$ cat config.mk
export PLATFORM = sky130hd
export DESIGN_NAME = interrupt_load_permille_monitor_unit_flat
export DESIGN_NICKNAME = d
export VERILOG_FILES = /design/src/rtl/ilpm_pkg.sv /design/src/rtl/ilpm_channels_if.sv /design/src/rtl/ilpm_ctrl.sv /design/src/rtl/ilpm_datapath.sv /design/src/rtl/interrupt_load_permille_monitor_unit.sv /design/src/flat_wrapper.sv
export SDC_FILE = /design/constraint.sdc
export NUM_CORES = 1
export LEC_CHECK = 0
export BUFFER_PORTS_ARGS = -buffer_cell sky130_fd_sc_hd__buf_2
export CELL_PAD_IN_SITES_DETAIL_PLACEMENT = 1
export CELL_PAD_IN_SITES_GLOBAL_PLACEMENT = 1
export CORE_ASPECT_RATIO = 1.5
export CORE_MARGIN = 2
export CORE_UTILIZATION = 54
export CTS_BUF_LIST = sky130_fd_sc_hd__clkbuf_4 sky130_fd_sc_hd__clkbuf_8
export DETAILED_ROUTE_END_ITERATION = 12
export PLACE_DENSITY = 0.94
export SYNTH_ARGS = -nofsm -noshare
export SYNTH_HDL_FRONTEND = slang
export SYNTH_SLANG_ARGS = --single-unit
$ cat constraint.sdc
create_clock -name clock -period 9.34 [get_ports clock]
set_clock_uncertainty 0.2 [all_clocks]
set_input_delay 1.868 -clock clock [delete_from_list [all_inputs] [get_ports clock]]
set_output_delay 1.868 -clock clock [all_outputs]
set_load 0.02 [all_outputs]
$ cat src/rtl/ilpm_pkg.sv
// Shared constants and control types for the interrupt load permille monitor.
// Used by the channel interfaces, the controller, the datapath and the top level.
`default_nettype none

package ilpm_pkg;

   // Payload widths of the channels.
   localparam int TIMESTAMP_BITS = 32;
   localparam int LOAD_BITS      = 11;

   // Default width of the cycle counter arithmetic.
   localparam int COUNTER_BITS_DEF = 32;

   // Quotient bits of the permille division; the result stays below 2048.
   localparam int QUOT_BITS = 11;

   // Scale factor 1000 is formed as 1024 - 16 - 8.
   localparam int SCALE_SHIFT   = 10;
   localparam int SCALE_SUB_HI  = 4;
   localparam int SCALE_SUB_LO  = 3;

   // Saturated load value.
   localparam logic [LOAD_BITS-1:0] LOAD_LIMIT = LOAD_BITS'(2000);

   // Event kinds.
   localparam logic KIND_ENTRY = 1'b0;
   localparam logic KIND_EXIT  = 1'b1;

   // Commands from the controller to the datapath.
   typedef struct packed {
      logic capture;      // A request is accepted this cycle.
      logic scale;        // Form the first part of busy * 1000 and the saturation test.
      logic prep;         // Finish the product and load the divider.
      logic div_step;     // One restoring division step.
      logic commit;       // Store the new load and update the peak.
      logic rsp_load;     // Load the response register.
      logic rsp_updated;  // Value of the updated flag for the response.
   } cmd_type;

   // Status from the datapath to the controller.
   typedef struct packed {
      logic exit_work;    // The presented request is an exit that computes a load.
   } status_type;

endpackage

`default_nettype wire

$ cat src/rtl/ilpm_channels_if.sv
// Valid/ready channel interfaces for requests, responses and the register write port.
// Payload widths come from ilpm_pkg.
`default_nettype none

// Event request channel.
interface ilpm_req_if;
   logic                                 valid;
   logic                                 ready;
   logic                                 kind;
   logic [ilpm_pkg::TIMESTAMP_BITS-1:0]  timestamp;

   modport source (output valid, output kind, output timestamp, input ready);
   modport sink   (input valid, input kind, input timestamp, output ready);
endinterface

// Load report channel.
interface ilpm_rsp_if;
   logic                            valid;
   logic                            ready;
   logic [ilpm_pkg::LOAD_BITS-1:0]  load_permille;
   logic [ilpm_pkg::LOAD_BITS-1:0]  max_permille;
   logic                            load_updated;

   modport source (output valid, output load_permille, output max_permille,
                   output load_updated, input ready);
   modport sink   (input valid, input load_permille, input max_permille,
                   input load_updated, output ready);
endinterface

// Register write channel for counter_valid.
interface ilpm_csr_if;
   logic valid;
   logic ready;
   logic counter_valid;

   modport source (output valid, output counter_valid, input ready);
   modport sink   (input valid, input counter_valid, output ready);
endinterface

`default_nettype wire

$ cat src/rtl/ilpm_ctrl.sv
// Sequencing controller of the load monitor: request/response handshakes and
// the steps of the load computation. Depends on ilpm_pkg.
`default_nettype none

module ilpm_ctrl (
   input  wire logic                 clock,
   input  wire logic                 reset,
   input  wire logic                 req_valid,
   output      logic                 req_ready,
   output      logic                 rsp_valid,
   input  wire logic                 rsp_ready,
   input  wire ilpm_pkg::status_type status,
   output      ilpm_pkg::cmd_type    cmd
);

   localparam int CntBits = (ilpm_pkg::QUOT_BITS > 1) ? $clog2(ilpm_pkg::QUOT_BITS) : 1;

   typedef enum logic [2:0] {
      ST_IDLE,
      ST_SCALE,
      ST_PREP,
      ST_DIVIDE,
      ST_COMMIT,
      ST_REPLY
   } state_type;

   state_type          state_ff, state_in;
   logic [CntBits-1:0] cnt_ff, cnt_in;
   logic               rsp_valid_ff, rsp_valid_in;
   logic               slot_free;
   logic               accept;

   // The response register can take a new value when empty or being drained.
   assign slot_free = !rsp_valid_ff || rsp_ready;
   assign req_ready = (state_ff == ST_IDLE) && slot_free;
   assign accept    = req_valid && req_ready;
   assign rsp_valid = rsp_valid_ff;

   // Next state and command decode.
   always_comb begin
      state_in = state_ff;
      cnt_in   = cnt_ff;
      cmd      = '0;
      case (state_ff)
         ST_IDLE: begin
            cmd.capture = accept;
            if (accept) begin
               if (status.exit_work) begin
                  state_in = ST_SCALE;
               end else begin
                  cmd.rsp_load = 1'b1;
               end
            end
         end
         ST_SCALE: begin
            cmd.scale = 1'b1;
            state_in  = ST_PREP;
         end
         ST_PREP: begin
            cmd.prep = 1'b1;
            cnt_in   = CntBits'(ilpm_pkg::QUOT_BITS - 1);
            state_in = ST_DIVIDE;
         end
         ST_DIVIDE: begin
            cmd.div_step = 1'b1;
            cnt_in       = cnt_ff - CntBits'(1);
            if (cnt_ff == '0) begin
               state_in = ST_COMMIT;
            end
         end
         ST_COMMIT: begin
            cmd.commit = 1'b1;
            state_in   = ST_REPLY;
         end
         ST_REPLY: begin
            if (slot_free) begin
               cmd.rsp_load    = 1'b1;
               cmd.rsp_updated = 1'b1;
               state_in        = ST_IDLE;
            end
         end
         default: begin
            state_in = ST_IDLE;
         end
      endcase
   end

   // Response valid follows the response register loads and drains.
   always_comb begin
      rsp_valid_in = rsp_valid_ff;
      if (cmd.rsp_load) begin
         rsp_valid_in = 1'b1;
      end else if (rsp_ready) begin
         rsp_valid_in = 1'b0;
      end
   end

   // State and registered outputs.
   always_ff @(posedge clock) begin
      if (reset) begin
         state_ff     <= ST_IDLE;
         cnt_ff       <= '0;
         rsp_valid_ff <= 1'b0;
      end else begin
         state_ff     <= state_in;
         cnt_ff       <= cnt_in;
         rsp_valid_ff <= rsp_valid_in;
      end
   end

endmodule

`default_nettype wire

$ cat src/rtl/ilpm_datapath.sv
// Datapath of the load monitor: timestamps, period, shift-and-add scaling,
// restoring divider, load and peak registers, response payload. Depends on ilpm_pkg.
`default_nettype none

module ilpm_datapath #(
   parameter int COUNTER_BITS = ilpm_pkg::COUNTER_BITS_DEF
) (
   input  wire logic                                 clock,
   input  wire logic                                 reset,
   input  wire logic                                 req_kind,
   input  wire logic [ilpm_pkg::TIMESTAMP_BITS-1:0]  req_timestamp,
   input  wire logic                                 csr_valid,
   output      logic                                 csr_ready,
   input  wire logic                                 csr_counter_valid,
   input  wire ilpm_pkg::cmd_type                    cmd,
   output      ilpm_pkg::status_type                 status,
   output      logic [ilpm_pkg::LOAD_BITS-1:0]       rsp_load_permille,
   output      logic [ilpm_pkg::LOAD_BITS-1:0]       rsp_max_permille,
   output      logic                                 rsp_load_updated
);

   localparam int WideBits = COUNTER_BITS + ilpm_pkg::SCALE_SHIFT;
   localparam int QB       = ilpm_pkg::QUOT_BITS;
   localparam int LB       = ilpm_pkg::LOAD_BITS;

   logic                    counter_valid_ff, counter_valid_in;
   logic [COUNTER_BITS-1:0] entry_ff, entry_in;
   logic [COUNTER_BITS-1:0] period_ff, period_in;
   logic [COUNTER_BITS-1:0] busy_ff, busy_in;
   logic                    sat_ff, sat_in;
   logic [WideBits-1:0]     prod_ff, prod_in;
   logic [WideBits-1:0]     rem_ff, rem_in;
   logic [WideBits-1:0]     div_ff, div_in;
   logic [QB-1:0]           quot_ff, quot_in;
   logic [LB-1:0]           current_ff, current_in;
   logic [LB-1:0]           peak_ff, peak_in;
   logic [LB-1:0]           rsp_load_ff, rsp_load_in;
   logic [LB-1:0]           rsp_max_ff, rsp_max_in;
   logic                    rsp_upd_ff, rsp_upd_in;

   logic [COUNTER_BITS-1:0] now;
   logic [COUNTER_BITS-1:0] elapsed;
   logic [WideBits-1:0]     busy_wide;
   logic                    ge;
   logic [LB-1:0]           load_new;

   // The register port never stalls.
   assign csr_ready = 1'b1;

   // Timestamp reduced to the counter width and the wrapped distance from the last entry.
   assign now       = COUNTER_BITS'(req_timestamp);
   assign elapsed   = now - entry_ff;
   assign busy_wide = WideBits'(busy_ff);

   assign status.exit_work = counter_valid_ff && (req_kind == ilpm_pkg::KIND_EXIT)
                             && (period_ff != '0);

   // Event capture: entries update period and entry time, exits latch the busy time.
   always_comb begin
      counter_valid_in = counter_valid_ff;
      entry_in         = entry_ff;
      period_in        = period_ff;
      busy_in          = busy_ff;
      if (csr_valid && csr_ready) begin
         counter_valid_in = csr_counter_valid;
      end
      if (cmd.capture && counter_valid_ff) begin
         if (req_kind == ilpm_pkg::KIND_ENTRY) begin
            period_in = elapsed;
            entry_in  = now;
         end else begin
            busy_in = elapsed;
         end
      end
   end

   // Scaling by 1000 in two subtractions, then the restoring division steps.
   assign ge = (rem_ff >= div_ff);

   always_comb begin
      sat_in  = sat_ff;
      prod_in = prod_ff;
      rem_in  = rem_ff;
      div_in  = div_ff;
      quot_in = quot_ff;
      if (cmd.scale) begin
         sat_in  = ({1'b0, busy_ff} >= {period_ff, 1'b0});
         prod_in = (busy_wide << ilpm_pkg::SCALE_SHIFT)
                   - (busy_wide << ilpm_pkg::SCALE_SUB_HI);
      end
      if (cmd.prep) begin
         rem_in  = prod_ff - (busy_wide << ilpm_pkg::SCALE_SUB_LO);
         div_in  = WideBits'(period_ff) << (QB - 1);
         quot_in = '0;
      end
      if (cmd.div_step) begin
         if (ge) begin
            rem_in = rem_ff - div_ff;
         end
         div_in  = div_ff >> 1;
         quot_in = {quot_ff[QB-2:0], ge};
      end
   end

   // Load commit with saturation and peak tracking.
   assign load_new = sat_ff ? ilpm_pkg::LOAD_LIMIT : LB'(quot_ff);

   always_comb begin
      current_in = current_ff;
      peak_in    = peak_ff;
      if (cmd.commit) begin
         current_in = load_new;
         if (load_new > peak_ff) begin
            peak_in = load_new;
         end
      end
   end

   // Response payload register.
   always_comb begin
      rsp_load_in = rsp_load_ff;
      rsp_max_in  = rsp_max_ff;
      rsp_upd_in  = rsp_upd_ff;
      if (cmd.rsp_load) begin
         rsp_load_in = current_ff;
         rsp_max_in  = peak_ff;
         rsp_upd_in  = cmd.rsp_updated;
      end
   end

   assign rsp_load_permille = rsp_load_ff;
   assign rsp_max_permille  = rsp_max_ff;
   assign rsp_load_updated  = rsp_upd_ff;

   // Architectural state, cleared by reset.
   always_ff @(posedge clock) begin
      if (reset) begin
         counter_valid_ff <= 1'b0;
         entry_ff         <= '0;
         period_ff        <= '0;
         current_ff       <= '0;
         peak_ff          <= '0;
      end else begin
         counter_valid_ff <= counter_valid_in;
         entry_ff         <= entry_in;
         period_ff        <= period_in;
         current_ff       <= current_in;
         peak_ff          <= peak_in;
      end
   end

   // Working registers and response payload.
   always_ff @(posedge clock) begin
      busy_ff     <= busy_in;
      sat_ff      <= sat_in;
      prod_ff     <= prod_in;
      rem_ff      <= rem_in;
      div_ff      <= div_in;
      quot_ff     <= quot_in;
      rsp_load_ff <= rsp_load_in;
      rsp_max_ff  <= rsp_max_in;
      rsp_upd_ff  <= rsp_upd_in;
   end

endmodule

`default_nettype wire

$ cat src/rtl/interrupt_load_permille_monitor_unit.sv
// Top level of the interrupt load permille monitor.
// Instantiates ilpm_ctrl and ilpm_datapath; uses ilpm_pkg and the channel interfaces.
//
// Usage:
//   req_channel carries interrupt events (kind 0 entry, 1 exit) with a cycle
//   counter timestamp. rsp_channel returns one report per request: current
//   load, peak load (both permille, 0..2000) and whether a new load was computed.
//   csr_channel writes counter_valid; while it is 0 every event leaves the
//   state alone. The register port is always ready.
// Sequencing:
//   An entry, an ignored exit or any event while counter_valid is 0 is
//   reported in the cycle after acceptance, and the next request can follow
//   in the next cycle if the receiver takes the report. An exit that computes
//   a load passes from acceptance to its report through a scaling step, a
//   preparation step, 11 steps of the one-bit-per-cycle restoring divider,
//   a commit step and the response register load; no request is taken meanwhile.
// Reset:
//   Synchronous, active high. Clears counter_valid, entry time, period,
//   current and peak load, and empties the response register.
// Stalls:
//   A finished report waits in the response register while the receiver
//   holds ready low; a new request is taken only when that register is
//   free or is being drained in the same cycle.
`default_nettype none

module interrupt_load_permille_monitor_unit #(
   parameter int COUNTER_BITS = ilpm_pkg::COUNTER_BITS_DEF
) (
   input wire logic   clock,
   input wire logic   reset,
   ilpm_req_if.sink   req_channel,
   ilpm_rsp_if.source rsp_channel,
   ilpm_csr_if.sink   csr_channel
);

   ilpm_pkg::cmd_type    cmd;
   ilpm_pkg::status_type status;
   logic                 ctrl_req_ready;
   logic                 ctrl_rsp_valid;
   logic                 dp_csr_ready;
   logic [ilpm_pkg::LOAD_BITS-1:0] dp_load;
   logic [ilpm_pkg::LOAD_BITS-1:0] dp_max;
   logic                 dp_updated;

   // Sequencer for handshakes and the load computation.
   ilpm_ctrl u_ctrl (
      .clock     (clock),
      .reset     (reset),
      .req_valid (req_channel.valid),
      .req_ready (ctrl_req_ready),
      .rsp_valid (ctrl_rsp_valid),
      .rsp_ready (rsp_channel.ready),
      .status    (status),
      .cmd       (cmd)
   );

   // Arithmetic, state and response payload.
   ilpm_datapath #(
      .COUNTER_BITS (COUNTER_BITS)
   ) u_datapath (
      .clock             (clock),
      .reset             (reset),
      .req_kind          (req_channel.kind),
      .req_timestamp     (req_channel.timestamp),
      .csr_valid         (csr_channel.valid),
      .csr_ready         (dp_csr_ready),
      .csr_counter_valid (csr_channel.counter_valid),
      .cmd               (cmd),
      .status            (status),
      .rsp_load_permille (dp_load),
      .rsp_max_permille  (dp_max),
      .rsp_load_updated  (dp_updated)
   );

   // Channel signal hookup.
   assign req_channel.ready         = ctrl_req_ready;
   assign csr_channel.ready         = dp_csr_ready;
   assign rsp_channel.valid         = ctrl_rsp_valid;
   assign rsp_channel.load_permille = dp_load;
   assign rsp_channel.max_permille  = dp_max;
   assign rsp_channel.load_updated  = dp_updated;

endmodule

`default_nettype wire

$ cat src/flat_wrapper.sv
// flat-port wrapper written by rule: the top's interface ports become plain ports
module interrupt_load_permille_monitor_unit_flat 
#(
   parameter int COUNTER_BITS = ilpm_pkg::COUNTER_BITS_DEF
)
  (clock, reset, req_channel_valid, req_channel_kind, req_channel_timestamp, req_channel_ready, rsp_channel_valid, rsp_channel_load_permille, rsp_channel_max_permille, rsp_channel_load_updated, rsp_channel_ready, csr_channel_valid, csr_channel_counter_valid, csr_channel_ready);
  ilpm_req_if req_channel_i ();
  ilpm_rsp_if rsp_channel_i ();
  ilpm_csr_if csr_channel_i ();
  input wire logic clock;
  input wire logic reset;
  input wire logic [$bits(req_channel_i.valid)-1:0] req_channel_valid;
  input wire logic [$bits(req_channel_i.kind)-1:0] req_channel_kind;
  input wire logic [$bits(req_channel_i.timestamp)-1:0] req_channel_timestamp;
  output wire logic [$bits(req_channel_i.ready)-1:0] req_channel_ready;
  output wire logic [$bits(rsp_channel_i.valid)-1:0] rsp_channel_valid;
  output wire logic [$bits(rsp_channel_i.load_permille)-1:0] rsp_channel_load_permille;
  output wire logic [$bits(rsp_channel_i.max_permille)-1:0] rsp_channel_max_permille;
  output wire logic [$bits(rsp_channel_i.load_updated)-1:0] rsp_channel_load_updated;
  input wire logic [$bits(rsp_channel_i.ready)-1:0] rsp_channel_ready;
  input wire logic [$bits(csr_channel_i.valid)-1:0] csr_channel_valid;
  input wire logic [$bits(csr_channel_i.counter_valid)-1:0] csr_channel_counter_valid;
  output wire logic [$bits(csr_channel_i.ready)-1:0] csr_channel_ready;
  assign req_channel_i.valid = req_channel_valid;
  assign req_channel_i.kind = req_channel_kind;
  assign req_channel_i.timestamp = req_channel_timestamp;
  assign req_channel_ready = req_channel_i.ready;
  assign rsp_channel_valid = rsp_channel_i.valid;
  assign rsp_channel_load_permille = rsp_channel_i.load_permille;
  assign rsp_channel_max_permille = rsp_channel_i.max_permille;
  assign rsp_channel_load_updated = rsp_channel_i.load_updated;
  assign rsp_channel_i.ready = rsp_channel_ready;
  assign csr_channel_i.valid = csr_channel_valid;
  assign csr_channel_i.counter_valid = csr_channel_counter_valid;
  assign csr_channel_ready = csr_channel_i.ready;
  interrupt_load_permille_monitor_unit #(.COUNTER_BITS(COUNTER_BITS)) u_core (.clock(clock), .reset(reset), .req_channel(req_channel_i), .rsp_channel(rsp_channel_i), .csr_channel(csr_channel_i));
endmodule
# Word-level counts from Yosys, hierarchy flattened
# Cells that the tools add are included.
# totals
wordCells,78
reg_bits,288
in_bits,39
# op_classes
magnitude_cmp,3
n_eq_ne,9
reduce_logical,17
mux,25
addsub,5
bitwise_logic,1
# op_table
op,n
$mux 42,3
$mux 41,2
$ge 42x42->1,1
$sub 42x35->42,1
$sub 42x36->42,1
$sub 42x42->42,1
$ge 32x33->1,1
$mux 11,3
$reduce_bool 32->1,1
$sub 32x32->32,1
$pmux 3 s6,1
$mux 3,4
$gt 11x11->1,1
$mux 1,9
$pmux 4 s2,1
$eq 3x2->1 const B,2
$eq 3x3->1 const B,2
$ne 2x2->1 const B,3
$reduce_and 2->1,3
$reduce_bool 2->1,3
$logic_and 1x1->1,5
$logic_not 4->1,1
$reduce_and 4->1,1
$sub 4x1->4 const B,1
other kinds (8),8

# Depth between registers and ports, before layout
# Gate-level depths: netlist of the first run.
# depth
depth_word,7
mapped_depth,16
ltp_nobuf,15

# Hierarchy
# From an unflattened synthesis of the first run, not the netlist that was laid out.
# hier_totals
cells_unflattened,2109
area_unflattened_um2,18739.2
# by_module_without_submodules
module,instances,area_per_inst_um2,seq_area_each_um2,cells_each
ilpm_datapath,1,18202.5,6986.7,2050
ilpm_ctrl,1,536.8,160.2,59

# Worst setup path before layout of the first run
# Ideal clock, no wire load.
# synth_timing
kind,input-to-reg
start,input port rsp_channel_ready
end,"register u_core.u_datapath.busy_ff[0], enable pin"
n_path_buf,0
setup_slack_ps,4350
arrival_ps,4369
cell_stages,4
path_cell_list,nor2b_1 > nor4_1 > nand2_1 > nor2_1
# synth_between
elab_chain_len,6
# synth_lines
element,line,rtl
"start, declared",flat_wrapper.sv:20,input wire logic [$bits(rsp_channel_i.ready)-1:0] rsp_channel_ready;
$logic_or 1x1->1,ilpm_ctrl.sv:34,assign slot_free = !rsp_valid_ff || rsp_ready;
$logic_and 1x1->1,ilpm_ctrl.sv:35,assign req_ready = (state_ff == ST_IDLE) && slot_free;
via req_channel_ready,flat_wrapper.sv:15,output wire logic [$bits(req_channel_i.ready)-1:0] req_channel_ready;
$logic_and 1x1->1,ilpm_ctrl.sv:36,assign accept = req_valid && req_ready;
$mux 1,ilpm_ctrl.sv:44,case (state_ff)
$logic_and 1x1->1,ilpm_datapath.sv:67,if (cmd.capture && counter_valid_ff) begin
$reduce_and 2->1 (no source line),--,
"end signal, assigned",ilpm_datapath.sv:154,busy_ff <= busy_in;
"end, declared",ilpm_datapath.sv:29,"logic [COUNTER_BITS-1:0] busy_ff, busy_in;"
# The timed path passes the listed nets, and every way through them passes these cells.
# A chain may end at the register's enable or synchronous reset.

# Worst setup path in the final report of the first run
# layout_timing
start,input port req_channel_timestamp[1]
end,register u_core.u_datapath.period_ff[27]
# layout_between
elab_chain_len,1
# layout_lines
element,line,rtl
"start, declared",flat_wrapper.sv:14,input wire logic [$bits(req_channel_i.timestamp)-1:0] req_channel_timestamp;
$sub 32x32->32,ilpm_datapath.sv:52,assign elapsed = now - entry_ff;
via u_core.u_datapath.elapsed[27],ilpm_datapath.sv:42,logic [COUNTER_BITS-1:0] elapsed;
"end signal, assigned",ilpm_datapath.sv:146,period_ff <= period_in;
"end, declared",ilpm_datapath.sv:28,"logic [COUNTER_BITS-1:0] period_ff, period_in;"
# The timed path passes the listed nets, and every way through them passes these cells.

==> results.md, run 1 <==
- Outcome: finished, final reports clean
- Aggregate global routing overflow: 0
- Clock tree sinks: 284
- Share of layout cells above drive strength 1: 8.893%
- Filler cells: 3,872
- Min-Delay Path Class: reg -> reg
- Post-CTS setup buffers: 0
- Sequential cell area fraction in the yosys report: 38.77%
- Element type at the critical path start: input pin
- Detailed Place HPWL: 41,510 um
- Htree depth: 2
- Synth async-reset ratio: 0%
- Clock root cell: clkbuf_8
- Area grow syn2layout: 8.580%
- Synth Flop Type: edfxtp_1
- Crit path required time: 9.67 ns
- Drt drc: 0
- Clock Path Buffers: 3
- Core ar.: 33,550 um^2
- CP dominant cell by count: a21oi_1
- Crit-path max FO: 4
- Row count: 82
- Power density cells: 195.5 nW/um^2
- Synthesized instance count: 2,128
- WHS Path Cells: 0
- Inserted Clock Buffers: 46
- First DRT Iteration DRCs: 1,347
- Design Area, Final: 20,010 um^2
- Clk pin slew, worst setup/hold paths: 0.07 ns
- TritonRoute pass-1 iters: 7
- Total number of vias: 17,528
- Num ports: 65
- Fin crit share: 57.07%
- Die ar.: 35,660 um^2
- FF+latch count, synth: 284
- Final setup fails: 0
- Post-cts sizing count: 0
- Routability cong.: 0.9041
- # port buffers: 63
- Slowest-stage cell, CP: a2111oi_0
- Slew @ Worst Pin: 1.311 ns
- Worst path arrival time: 5.66 ns
- Final ANT Viol Nets: 0
- Worst hold start: u_core.u_datapath.peak_ff[6]$_SDFFE_PP0P_
- Worst skew pair latency: 0.64 ns
- Largest net degree at the start of global routing: 96
- Net count after synthesis: 2,345
- Total GRT Usage: 37.64%
- Setup slack, reg-to-reg: 4.44 ns
- F_max: 0.1876 GHz
- RSZ-0062 raised after global routing: false
- Yosys Warn Count: 0
- Relative slew margins: 10.35%
- First-pass GRT wire length: 105,800 um
- Final #Nets: 2,383
- Crit path from: req_channel_timestamp[1]
- Instance area at placement: 19,050 um^2
- Unique masters post-synth: 77
- Die W: 154.9 um
- Reg2reg end: u_core.u_datapath.rem_ff[41]$_DFF_P_
- Synth Cell Area: 18,430 um^2
- Final Util: 59.66%
- Setup_tns: 0 ns
- Crit-path cells: buf_2 > ha_1 > nor2b_1 > o21ai_0 > a21oi_1 > a2111oi_0 > o21ai_1 > a2111oi_0 > nor2_1 > a21oi_1 > xnor2_1 > nand2_1 > a21oi_1
- Avg Synthesized Cell Area: 8.662 um^2
- Critical path class: in -> reg
- Max-Cap Viols: 0
- Leak: 8.160 nW
- Via-per-instance ratio: 6.675
- Reg-to-reg startpoint: u_core.u_datapath.busy_ff[0]$_DFFE_PP_
- Maximum vdd drop: 0.1411 mV
- Reg2reg path depth: 13
- Minimum clock period: 5.331 ns
- Vias in the first global route: 19,088
- Final wirelength: 67,620 um
- Initial Util: 54.94%
- DR WL/cell: 25.75 um
- TritonCTS clock tree: done
- Number of synthesized flops with an enable pin: 146
- Final hold viol count: 0
- CP max stage delay: 0.91 ns
- CTS Hold Buffers Added: 0
- Initial antenna violation count: 1
- Worst setup EP type: register
- Final Slew Violations: 0
- End of the worst hold path: u_core.u_datapath.rsp_max_permille[6]$_DFFE_PP_
- Die Y-Extent: 230.3 um
-- power by group --
group | leakage (nW) | internal [mW] | switching (mW)
Clock | 0.506 | 0.593 | 0.594
Sequential | 2.48 | 1.43 | 0.0771
Combinational | 5.17 | 0.486 | 0.732
-- worst max-delay path, delay by kind of cell --
kind                     cells  cell delay, ns
AO/OA/AOI/OAI                7            2.86
XOR/XNOR                     1            0.17
adder cells (fa/ha/maj)      1            0.29
buffers and inverters        1            0.11
AND/OR/NAND/NOR              3            0.36
-- cell usage after synthesis (23+ instances only) --
cell type	count	area share [%]
a21o_1	80	3.3
ha_1	175	12
nor2_1	150	3.1
nor3_1	31	0.84
nand3_1	30	0.81
clkbuf_1	70	1.4
and3_1	23	0.78
a211oi_1	43	1.8
o21ai_0	127	3.4
a21oi_1	235	6.4
nor2b_1	30	1.0
nand2_1	263	5.4
xnor2_1	89	4.2
edfxtp_1	146	24
xor2_1	44	2.1
nand4_1	35	1.2
inv_1	184	3.7
dfxtp_1	138	15
-- metal layers --
metal / wire length [um] / up-vias / GRT usage (%)
met1: 23790 / 8495 / 39.43
met3: 4388 / 410 / 6.219
met4: 4957 / 0 / 24.59
met5: 0 / - / 0
met2: 34480 / 1014 / 68.88
li1: - / 7609 / -
-- flip-flops by register name (all words and copies together) (netlist names), 3 cells and up --
register	flops
u_core.u_datapath.div_ff	42
u_core.u_datapath.rem_ff	42
u_core.u_datapath.prod_ff	38
u_core.u_datapath.busy_ff	32
u_core.u_datapath.entry_ff	32
u_core.u_datapath.period_ff	32
u_core.u_datapath.current_ff	11
u_core.u_datapath.peak_ff	11
u_core.u_datapath.quot_ff	11
u_core.u_datapath.rsp_load_permille	11
u_core.u_datapath.rsp_max_permille	11
u_core.u_ctrl.cnt_ff	4
u_core.u_ctrl.state_ff	3
-- final cells by class --
cell class	instances	area, um^2	share of cell area (%)
multi-input cells	1575	10290	51.39
flip-flops and latches	284	7147	35.71
clock buffers	68	854.6	4.270
inverters	184	690.7	3.451
well taps	420	525.5	2.626
repair buffers	75	405.4	2.026
clock inverters	18	100.1	0.5001
diodes	2	5.005	0.02501
-- through the flow --
step | std cells | power, mW | hold slack [ns] | setup WS (ns)
2_1_floorplan | 2128 | 2.399 | 0.2081 | 4.350
6_report | 2626 | 3.913 | 0.2448 | 4.010
4_1_cts | 2624 | 3.892 | 0.2402 | 4.225
5_1_grt | 2625 | 4.075 | 0.2442 | 3.933
3_5_place_dp | 2538 | 2.686 | 0.2215 | 3.895
3_3_place_gp | 2538 | 2.619 | 0.2141 | 3.998
-- cells by family after synthesis --
logic type,share of synthesized area [%]
and+or+nand+nor,16.11
AOI/OAI and AO/OA,20.20
DFF,38.77
buffers and inverters,5.553
adders and majority gates,12.20
xor gates and xnor gates,6.320
muxes,0.8213
other,0.02034
-- how the worst max path moves through the flow --
stage	endpoint	slack, ns	cells after the start
2_1_floorplan	u_core.u_datapath.busy_ff[0]$_DFFE_PP_	4.35	4
3_3_place_gp	u_core.u_datapath.period_ff[27]$_SDFFE_PP0P_	4.00	13
3_5_place_dp	u_core.u_datapath.period_ff[27]$_SDFFE_PP0P_	3.89	13
4_1_cts	u_core.u_datapath.period_ff[31]$_SDFFE_PP0P_	4.23	12
5_1_grt	u_core.u_datapath.period_ff[27]$_SDFFE_PP0P_	3.93	13
6_report	u_core.u_datapath.period_ff[27]$_SDFFE_PP0P_	4.01	13
-- cells in the final DEF, fill, tap and decap left out, types with 14 or more instances in the layout --
master,Yosys,layout
nand2_1,263,263
a21oi_1,235,235
inv_1,184,183
ha_1,175,175
nor2_1,150,149
edfxtp_1,146,146
dfxtp_1,138,138
o21ai_0,127,127
xnor2_1,89,89
a21o_1,80,80
buf_2,8,63
clkbuf_8,0,55
xor2_1,44,44
a211oi_1,43,43
nand4_1,35,35
nor3_1,31,31
nor2b_1,30,30
nand3_1,30,30
and3_1,23,23
nand2b_1,19,18
o21a_1,16,16
mux2i_1,14,14
No activity file was read; power rests on OpenSTA's default activity.
==> inputs of run 2 (changes only) <==
--- a/config.mk
+++ b/config.mk
@@ -10,10 +10,10 @@
 export CELL_PAD_IN_SITES_GLOBAL_PLACEMENT = 1
 export CORE_ASPECT_RATIO = 1.5
 export CORE_MARGIN = 2
-export CORE_UTILIZATION = 54
+export CORE_UTILIZATION = 45
 export CTS_BUF_LIST = sky130_fd_sc_hd__clkbuf_4 sky130_fd_sc_hd__clkbuf_8
 export DETAILED_ROUTE_END_ITERATION = 12
-export PLACE_DENSITY = 0.94
+export PLACE_DENSITY = 0.84
 export SYNTH_ARGS = -nofsm -noshare
 export SYNTH_HDL_FRONTEND = slang
 export SYNTH_SLANG_ARGS = --single-unit
==> constraint.sdc (replaced) <==
create_clock -name clock -period 4.35 [get_ports clock]
set_clock_uncertainty 0.2 [all_clocks]
set_input_delay 0.87 -clock clock [delete_from_list [all_inputs] [get_ports clock]]
set_output_delay 0.87 -clock clock [all_outputs]
set_load 0.02 [all_outputs]
==> results.md, run 2 (same netlist as run 1, synthesis figures left out) <==
- Crit-path cells: inv_1 > fa_1 > a211oi_1 > o21ai_0 > o2111ai_1 > a21oi_1 > o21ai_0 > o21ai_1 > a221oi_1 > buf_4 > o21ai_0 > xor2_1 > a211oi_1 > a21o_1
- Relative slew margins: 29.02% (+19 points)
- Vias in the first global route: 17,367 (-9.0%)
- Clock tree sinks: 284 (unchanged)
- # port buffers: 63 (unchanged)
- Worst skew pair latency: 0.61 ns (-0.03 ns)
- Clock root cell: clkbuf_8
- Htree depth: 2 (unchanged)
- Area grow syn2layout: 10.34%
- Largest delay share family, worst path: compound AO/OA/AOI/OAI gates
- Critical path class: reg -> reg
- Outcome: finished, final reports clean
- First-pass GRT wire length: 86,080 um (-19%)
- Commonest non-fill, non-tap cell in the layout: nand2_1
- Post-CTS setup buffers: 0 (unchanged)
- Setup_tns: 0 ns (unchanged)
- Minimum clock period: 4.082 ns
- Share of layout cells above drive strength 1: 9.140% (+0.25 points)
- Max-Cap Viols: 0 (unchanged)
- Worst path arrival time: 4.42 ns (-1.24 ns)
- Min-Delay Path Class: reg -> reg
- Initial Util: 45.72% (-9.2 points)
- CP dominant cell by count: o21ai_0
- Final setup fails: 0 (unchanged)
- Final Slew Violations: 0 (unchanged)
- Design Area, Final: 20,340 um^2 (+1.6%)
- Core ar.: 40,310 um^2 (+20%)
- TritonCTS clock tree: done
- Drt drc: 0 (unchanged)
- Slew @ Worst Pin: 1.065 ns (-0.2462 ns)
- Total number of vias: 15,807 (-9.8%)
- Final hold viol count: 0 (unchanged)
- Most frequent cells in the layout: nand2_1 (263), a21oi_1 (235), inv_1 (183)
- Post-cts sizing count: 0 (unchanged)
- Die Y-Extent: 251.9 um (+9.4%)
- Inserted Clock Buffers: 47 (+2.2%)
- Crit path required time: 4.69 ns (-4.98 ns)
- Row count: 90 (+9.8%)
- Routability cong.: 0.8907 (-1.5%)
- Final ANT Viol Nets: 0 (unchanged)
- Leak: 8.249 nW (+1.1%)
- Num ports: 65 (unchanged)
- Aggregate global routing overflow: 0 (unchanged)
- Initial antenna violation count: 1 (unchanged)
- CP bufs+invs: 2 (+1)
- Fin crit share: 93.84%
- Largest net degree at the start of global routing: 96 (unchanged)
- Slowest-stage cell, CP: fa_1
- Detailed Place HPWL: 39,930 um (-3.8%)
- Final wirelength: 52,730 um (-22%)
- F_max: 0.2450 GHz
- CTS Hold Buffers Added: 0 (unchanged)
- RSZ-0062 raised after global routing: false
- Clock Path Buffers: 3 (unchanged)
- Maximum vdd drop: 0.2686 mV (+90%)
- Worst hold margin: 0.2374 ns (-0.007383 ns)
- Worst setup EP type: register
- Total GRT Usage: 24.75% (-13 points)
- Crit-path max FO: 4 (unchanged)
- TritonRoute pass-1 iters: 5 (-2)
- Via-per-instance ratio: 5.794 (-13%)
- Biggest regs: u_core.u_datapath.div_ff x42, u_core.u_datapath.rem_ff x42, u_core.u_datapath.prod_ff x38
- Die ar.: 42,630 um^2 (+20%)
- Instance area at placement: 19,310 um^2 (+1.3%)
- Die W: 169.3 um (+9.3%)
- Element type at the critical path start: register
- Power density cells: 412.6 nW/um^2 (+110%)
- Clk pin slew, worst setup/hold paths: 0.06 ns (about the same)
- DR WL/cell: 19.33 um (-25%)
- CP max stage delay: 0.47 ns (-0.44 ns)
- Final #Nets: 2,399 (+0.67%)
- First DRT Iteration DRCs: 625 (-54%)
-- run 2: cell count changes in the layout (fill, tap and decap cells not counted), sizes merged, moves of 4 or more --
cell / change
clkbuf: -8
bufinv: +4
buf: +15
clkinv: +6
-- run 2: path summary, 6_finish.rpt --
path	depth (start not counted)	startpoint	to	slack (ns)
max reg2reg	14	u_core.u_datapath.busy_ff[1]$_DFFE_PP_	u_core.u_datapath.rem_ff[41]$_DFF_P_	0.27
min	0	u_core.u_datapath.current_ff[4]$_SDFFE_PP0P_	u_core.u_datapath.rsp_load_permille[4]$_DFFE_PP_	0.24
min reg2reg	0	u_core.u_datapath.current_ff[4]$_SDFFE_PP0P_	u_core.u_datapath.rsp_load_permille[4]$_DFFE_PP_	0.24
max	14	u_core.u_datapath.busy_ff[1]$_DFFE_PP_	u_core.u_datapath.rem_ff[41]$_DFF_P_	0.27
-- run 2: per-layer routing --
| layer | up-vias | routed length (um) | global-route usage (%) |
|---|---|---|---|
| li1 | 7639 | - | - |
| met4 | 0 | 2576 | 12.41 |
| met3 | 147 | 1337 | 2.824 |
| met1 | 7745 | 20900 | 26.81 |
| met5 | - | 0 | 0 |
| met2 | 276 | 27910 | 46.99 |
-- run 2: stage by stage --
stage,util [%],setup WS (ns),cells,total power [mW]
floorplan,-,0.3583,2128,5.151
global placement,47.90,0.2717,2639,5.674
detailed placement,47.90,0.2160,2639,5.807
CTS,50.45,0.3666,2727,8.436
global route,50.45,0.04316,2728,8.843
finish,50.45,0.2681,2728,8.392
-- run 2: final cells by class --
type	count	area (um^2)
well taps	506	633.1
multi-input cells	1575	10290
repair buffers	90	545.5
clock inverters	28	240.2
inverters	184	690.7
diodes	1	2.502
flip-flops and latches	284	7147
fillers	4800	19970
clock buffers	60	788.3
-- run 2: power by group --
part | total (mW) | switching (mW) | internal (mW) | leakage, nW
Clock | 2.60 | 1.16 | 1.43 | 0.519
Sequential | 3.22 | 0.152 | 3.07 | 2.48
Combinational | 2.57 | 1.51 | 1.06 | 5.25
Total | 8.39 | 2.83 | 5.57 | 8.25
==> inputs of run 3 (changes only) <==
--- a/config.mk
+++ b/config.mk
@@ -10,10 +10,10 @@
 export CELL_PAD_IN_SITES_GLOBAL_PLACEMENT = 1
 export CORE_ASPECT_RATIO = 1.5
 export CORE_MARGIN = 2
-export CORE_UTILIZATION = 45
+export CORE_UTILIZATION = 50
 export CTS_BUF_LIST = sky130_fd_sc_hd__clkbuf_4 sky130_fd_sc_hd__clkbuf_8
 export DETAILED_ROUTE_END_ITERATION = 12
-export PLACE_DENSITY = 0.84
+export PLACE_DENSITY = 0.88
 export SYNTH_ARGS = -nofsm -noshare
 export SYNTH_HDL_FRONTEND = slang
 export SYNTH_SLANG_ARGS = --single-unit
==> constraint.sdc (replaced) <==
create_clock -name clock -period 4.2 [get_ports clock]
set_clock_uncertainty 0.2 [all_clocks]
set_input_delay 0.84 -clock clock [delete_from_list [all_inputs] [get_ports clock]]
set_output_delay 0.84 -clock clock [all_outputs]
set_load 0.02 [all_outputs]
==> results.md, run 3 (same netlist as run 1, synthesis figures left out) <==
- Multi-input gate area: 10,300 um^2 (about the same)
- Share of layout cells above drive strength 1: 10.20% (+1.1 points)
- Drt drc: 0 (unchanged)
- TritonRoute pass-1 iters: 5 (unchanged)
- Relative slew margins: 27.11% (-1.9 points)
- Clk pin slew, worst setup/hold paths: 0.07 ns (about the same)
- Worst setup EP type: register
- Non-filler cells, final: 2,720 (-0.29%)
- Final Slew Violations: 0 (unchanged)
- First DRT Iteration DRCs: 683 (+9.3%)
- Max-Cap Viols: 0 (unchanged)
- Slew @ Worst Pin: 1.090 ns (+0.02495 ns)
- Final setup fails: 0 (unchanged)
- Worst skew pair latency: 0.61 ns (about the same)
- Largest net degree at the start of global routing: 96 (unchanged)
- End of the worst hold path: u_core.u_datapath.rsp_load_permille[2]$_DFFE_PP_
- Die Y-Extent: 239.2 um (-5.1%)
- Detailed Place HPWL: 40,210 um (+0.69%)
- Dpl ws: -0.07260 ns (-0.2885 ns)
- Row count: 86 (-4.4%)
- # port buffers: 63 (unchanged)
- Reg2reg path depth: 14 (unchanged)
- Final ANT Viol Nets: 0 (unchanged)
- Worst hold start: u_core.u_datapath.current_ff[2]$_SDFFE_PP0P_
- Setup ws final: 0.1829 ns (-0.08517 ns)
- WHS Path Cells: 0 (unchanged)
- Reg2reg end: u_core.u_datapath.rem_ff[29]$_DFF_P_
- Aggregate global routing overflow: 0 (unchanged)
- Initial Util: 50.38% (+4.7 points)
- Biggest regs: u_core.u_datapath.div_ff x42, u_core.u_datapath.rem_ff x42, u_core.u_datapath.prod_ff x38
- Vias in the first global route: 17,990 (+3.6%)
- Total GRT Usage: 29.40% (+4.7 points)
- Num ports: 65 (unchanged)
- Maximum vdd drop: 0.2447 mV (-8.9%)
- Commonest non-fill, non-tap cell in the layout: nand2_1
- Crit-path max FO: 4 (unchanged)
- Filler cells: 4,389 (-8.6%)
- Most frequent cells in the layout: nand2_1 (263), a21oi_1 (235), inv_1 (183)
- Critical path class: reg -> reg
- Clock root cell: clkbuf_8
- Final hold viol count: 0 (unchanged)
- Fin crit share: 95.64% (+1.8 points)
- Setup slack, reg-to-reg: 0.18 ns (-0.09 ns)
- Crit path required time: 4.45 ns (-0.24 ns)
- Via-per-instance ratio: 5.956 (+2.8%)
- DR WL/cell: 20.71 um (+7.2%)
- Clock tree sinks: 284 (unchanged)
- Cell internal pwr: 5.866 mW (+5.4%)
- Outcome: finished, final reports clean
- Setup_tns: 0 ns (unchanged)
- Min-Delay Path Class: reg -> reg
- Worst path arrival time: 4.27 ns (-0.15 ns)
- Final wirelength: 56,340 um (+6.8%)
- First-pass GRT wire length: 91,430 um (+6.2%)
- Sw Ratio: 33.71% (+0.038 points)
- CP max stage delay: 0.46 ns (about the same)
- Htree depth: 2 (unchanged)
- TritonCTS clock tree: done
- Final #Nets: 2,414 (+0.63%)
- Clock network fraction of total power: 31.1% (+0.2 points)
- Logic pwr share: 31.0% (+0.4 points)
- DP Cell Count: 2,633 (-0.23%)
- Initial antenna violation count: 1 (unchanged)
- Reg-to-reg startpoint: u_core.u_datapath.busy_ff[1]$_DFFE_PP_
- Routability cong.: 0.9109 (+2.3%)
- Inserted Clock Buffers: 46 (-2.1%)
- Clock Path Buffers: 3 (unchanged)
- Leak: 8.367 nW (+1.4%)
- F_max: 0.2489 GHz (+1.6%)
- Total number of vias: 16,199 (+2.5%)
- Element type at the critical path start: register
- Sequential Area: 7147 um^2 (unchanged)
- Power density cells: 432.2 nW/um^2 (+4.8%)
- Area grow syn2layout: 11.07%
- Slowest-stage cell, CP: fa_1
- Core ar.: 36,590 um^2 (-9.2%)
- Flop pwr share: 37.9% (-0.5 points)
- Crit-path cells: inv_1 > fa_1 > a211oi_1 > o21ai_0 > o2111ai_1 > a21oi_1 > o21ai_1 > o21ai_1 > a221oi_1 > buf_4 > xor2_1 > nor2_1 > a211oi_1 > a21oi_1
- Minimum clock period: 4.017 ns (-0.06483 ns)
- CTS Hold Buffers Added: 0 (unchanged)
- Die W: 160.8 um (-5.0%)
- Die ar.: 38,450 um^2 (-9.8%)
- Psw: 2.983 mW (+5.6%)
-- run 3: cell types whose count changed in the layout (fill, tap and decap cells not counted), sizes merged --
cell / delta
clkinv: -5
clkbuf: +6
clkinvlp: -3
buf: +16
-- run 3: power by group through the flow --
| stage | clock network, mW | logic, mW | registers (mW) |
|---|---|---|---|
| 2_1_floorplan | 0 | 1.97 | 3.37 |
| 3_3_place_gp | 0 | 2.56 | 3.38 |
| 3_5_place_dp | 0 | 2.66 | 3.40 |
| 4_1_cts | 2.79 | 2.72 | 3.35 |
| 5_1_grt | 2.90 | 3.01 | 3.38 |
| 6_report | 2.76 | 2.74 | 3.35 |
-- run 3: metal layers --
layer,up-vias,part of all wire (%),global-route usage [%]
li1,7664,-,-
met1,7925,38,31.13
met2,419,53,56.49
met3,191,3.9,4.268
met4,0,4.9,14.34
met5,-,0,0
-- run 3: worst max-delay path, delay by kind of cell, from the launching register on --
kind | cells | cell delay (ns)
buffers and inverters | 2 | 0.35
AOI/OAI and AO/OA | 9 | 2.24
and+or+nand+nor | 1 | 0.07
adders and majority gates | 1 | 0.46
DFF | 1 | 0.39
xor gates and xnor gates | 1 | 0.14
-- run 3: area by class of cell --
cell class | count | share of cell area (%)
multi-input combinational | 1575 | 50.32
sequential | 284 | 34.91
clock buffer | 66 | 4.070
inverter | 184 | 3.373
timing repair buffer | 106 | 3.312
tap | 484 | 2.958
clock inverter | 20 | 1.045
antenna | 1 | 0.01222
-- run 3: what timing repair did --
| item | CTS | global route |
|---|---|---|
| resized for setup | 2 | 2 |
| pin swaps | 0 | 1 |
| gates cloned | 0 | 0 |
| buffers inserted | 0 | 0 |
| setup endpoints to repair | 3 | 4 |
-- run 3: worst max path at each step --
stage | startpoint | depth (start not counted) | end
6_report | u_core.u_datapath.busy_ff[1]$_DFFE_PP_ | 14 | u_core.u_datapath.rem_ff[29]$_DFF_P_
3_3_place_gp | u_core.u_datapath.busy_ff[15]$_DFFE_PP_ | 14 | u_core.u_datapath.prod_ff[37]$_DFFE_PP_
4_1_cts | u_core.u_datapath.div_ff[0]$_SDFFCE_PN0P_ | 13 | u_core.u_datapath.rem_ff[6]$_DFF_P_
3_5_place_dp | u_core.u_datapath.busy_ff[15]$_DFFE_PP_ | 14 | u_core.u_datapath.prod_ff[37]$_DFFE_PP_
2_1_floorplan | rsp_channel_ready | 4 | u_core.u_datapath.busy_ff[0]$_DFFE_PP_
5_1_grt | u_core.u_datapath.busy_ff[1]$_DFFE_PP_ | 14 | u_core.u_datapath.rem_ff[29]$_DFF_P_
-- run 3: per-stage QoR --
stage	total power [mW]	instance area, um^2	util [%]	hold slack [ns]
6_report	8.849	20470	55.96	0.2400
3_3_place_gp	5.936	19410	53.06	0.2164
3_5_place_dp	6.064	19410	53.06	0.2223
4_1_cts	8.859	20470	55.94	0.2409
2_1_floorplan	5.335	18440	-	0.2081
5_1_grt	9.288	20470	55.96	0.2500
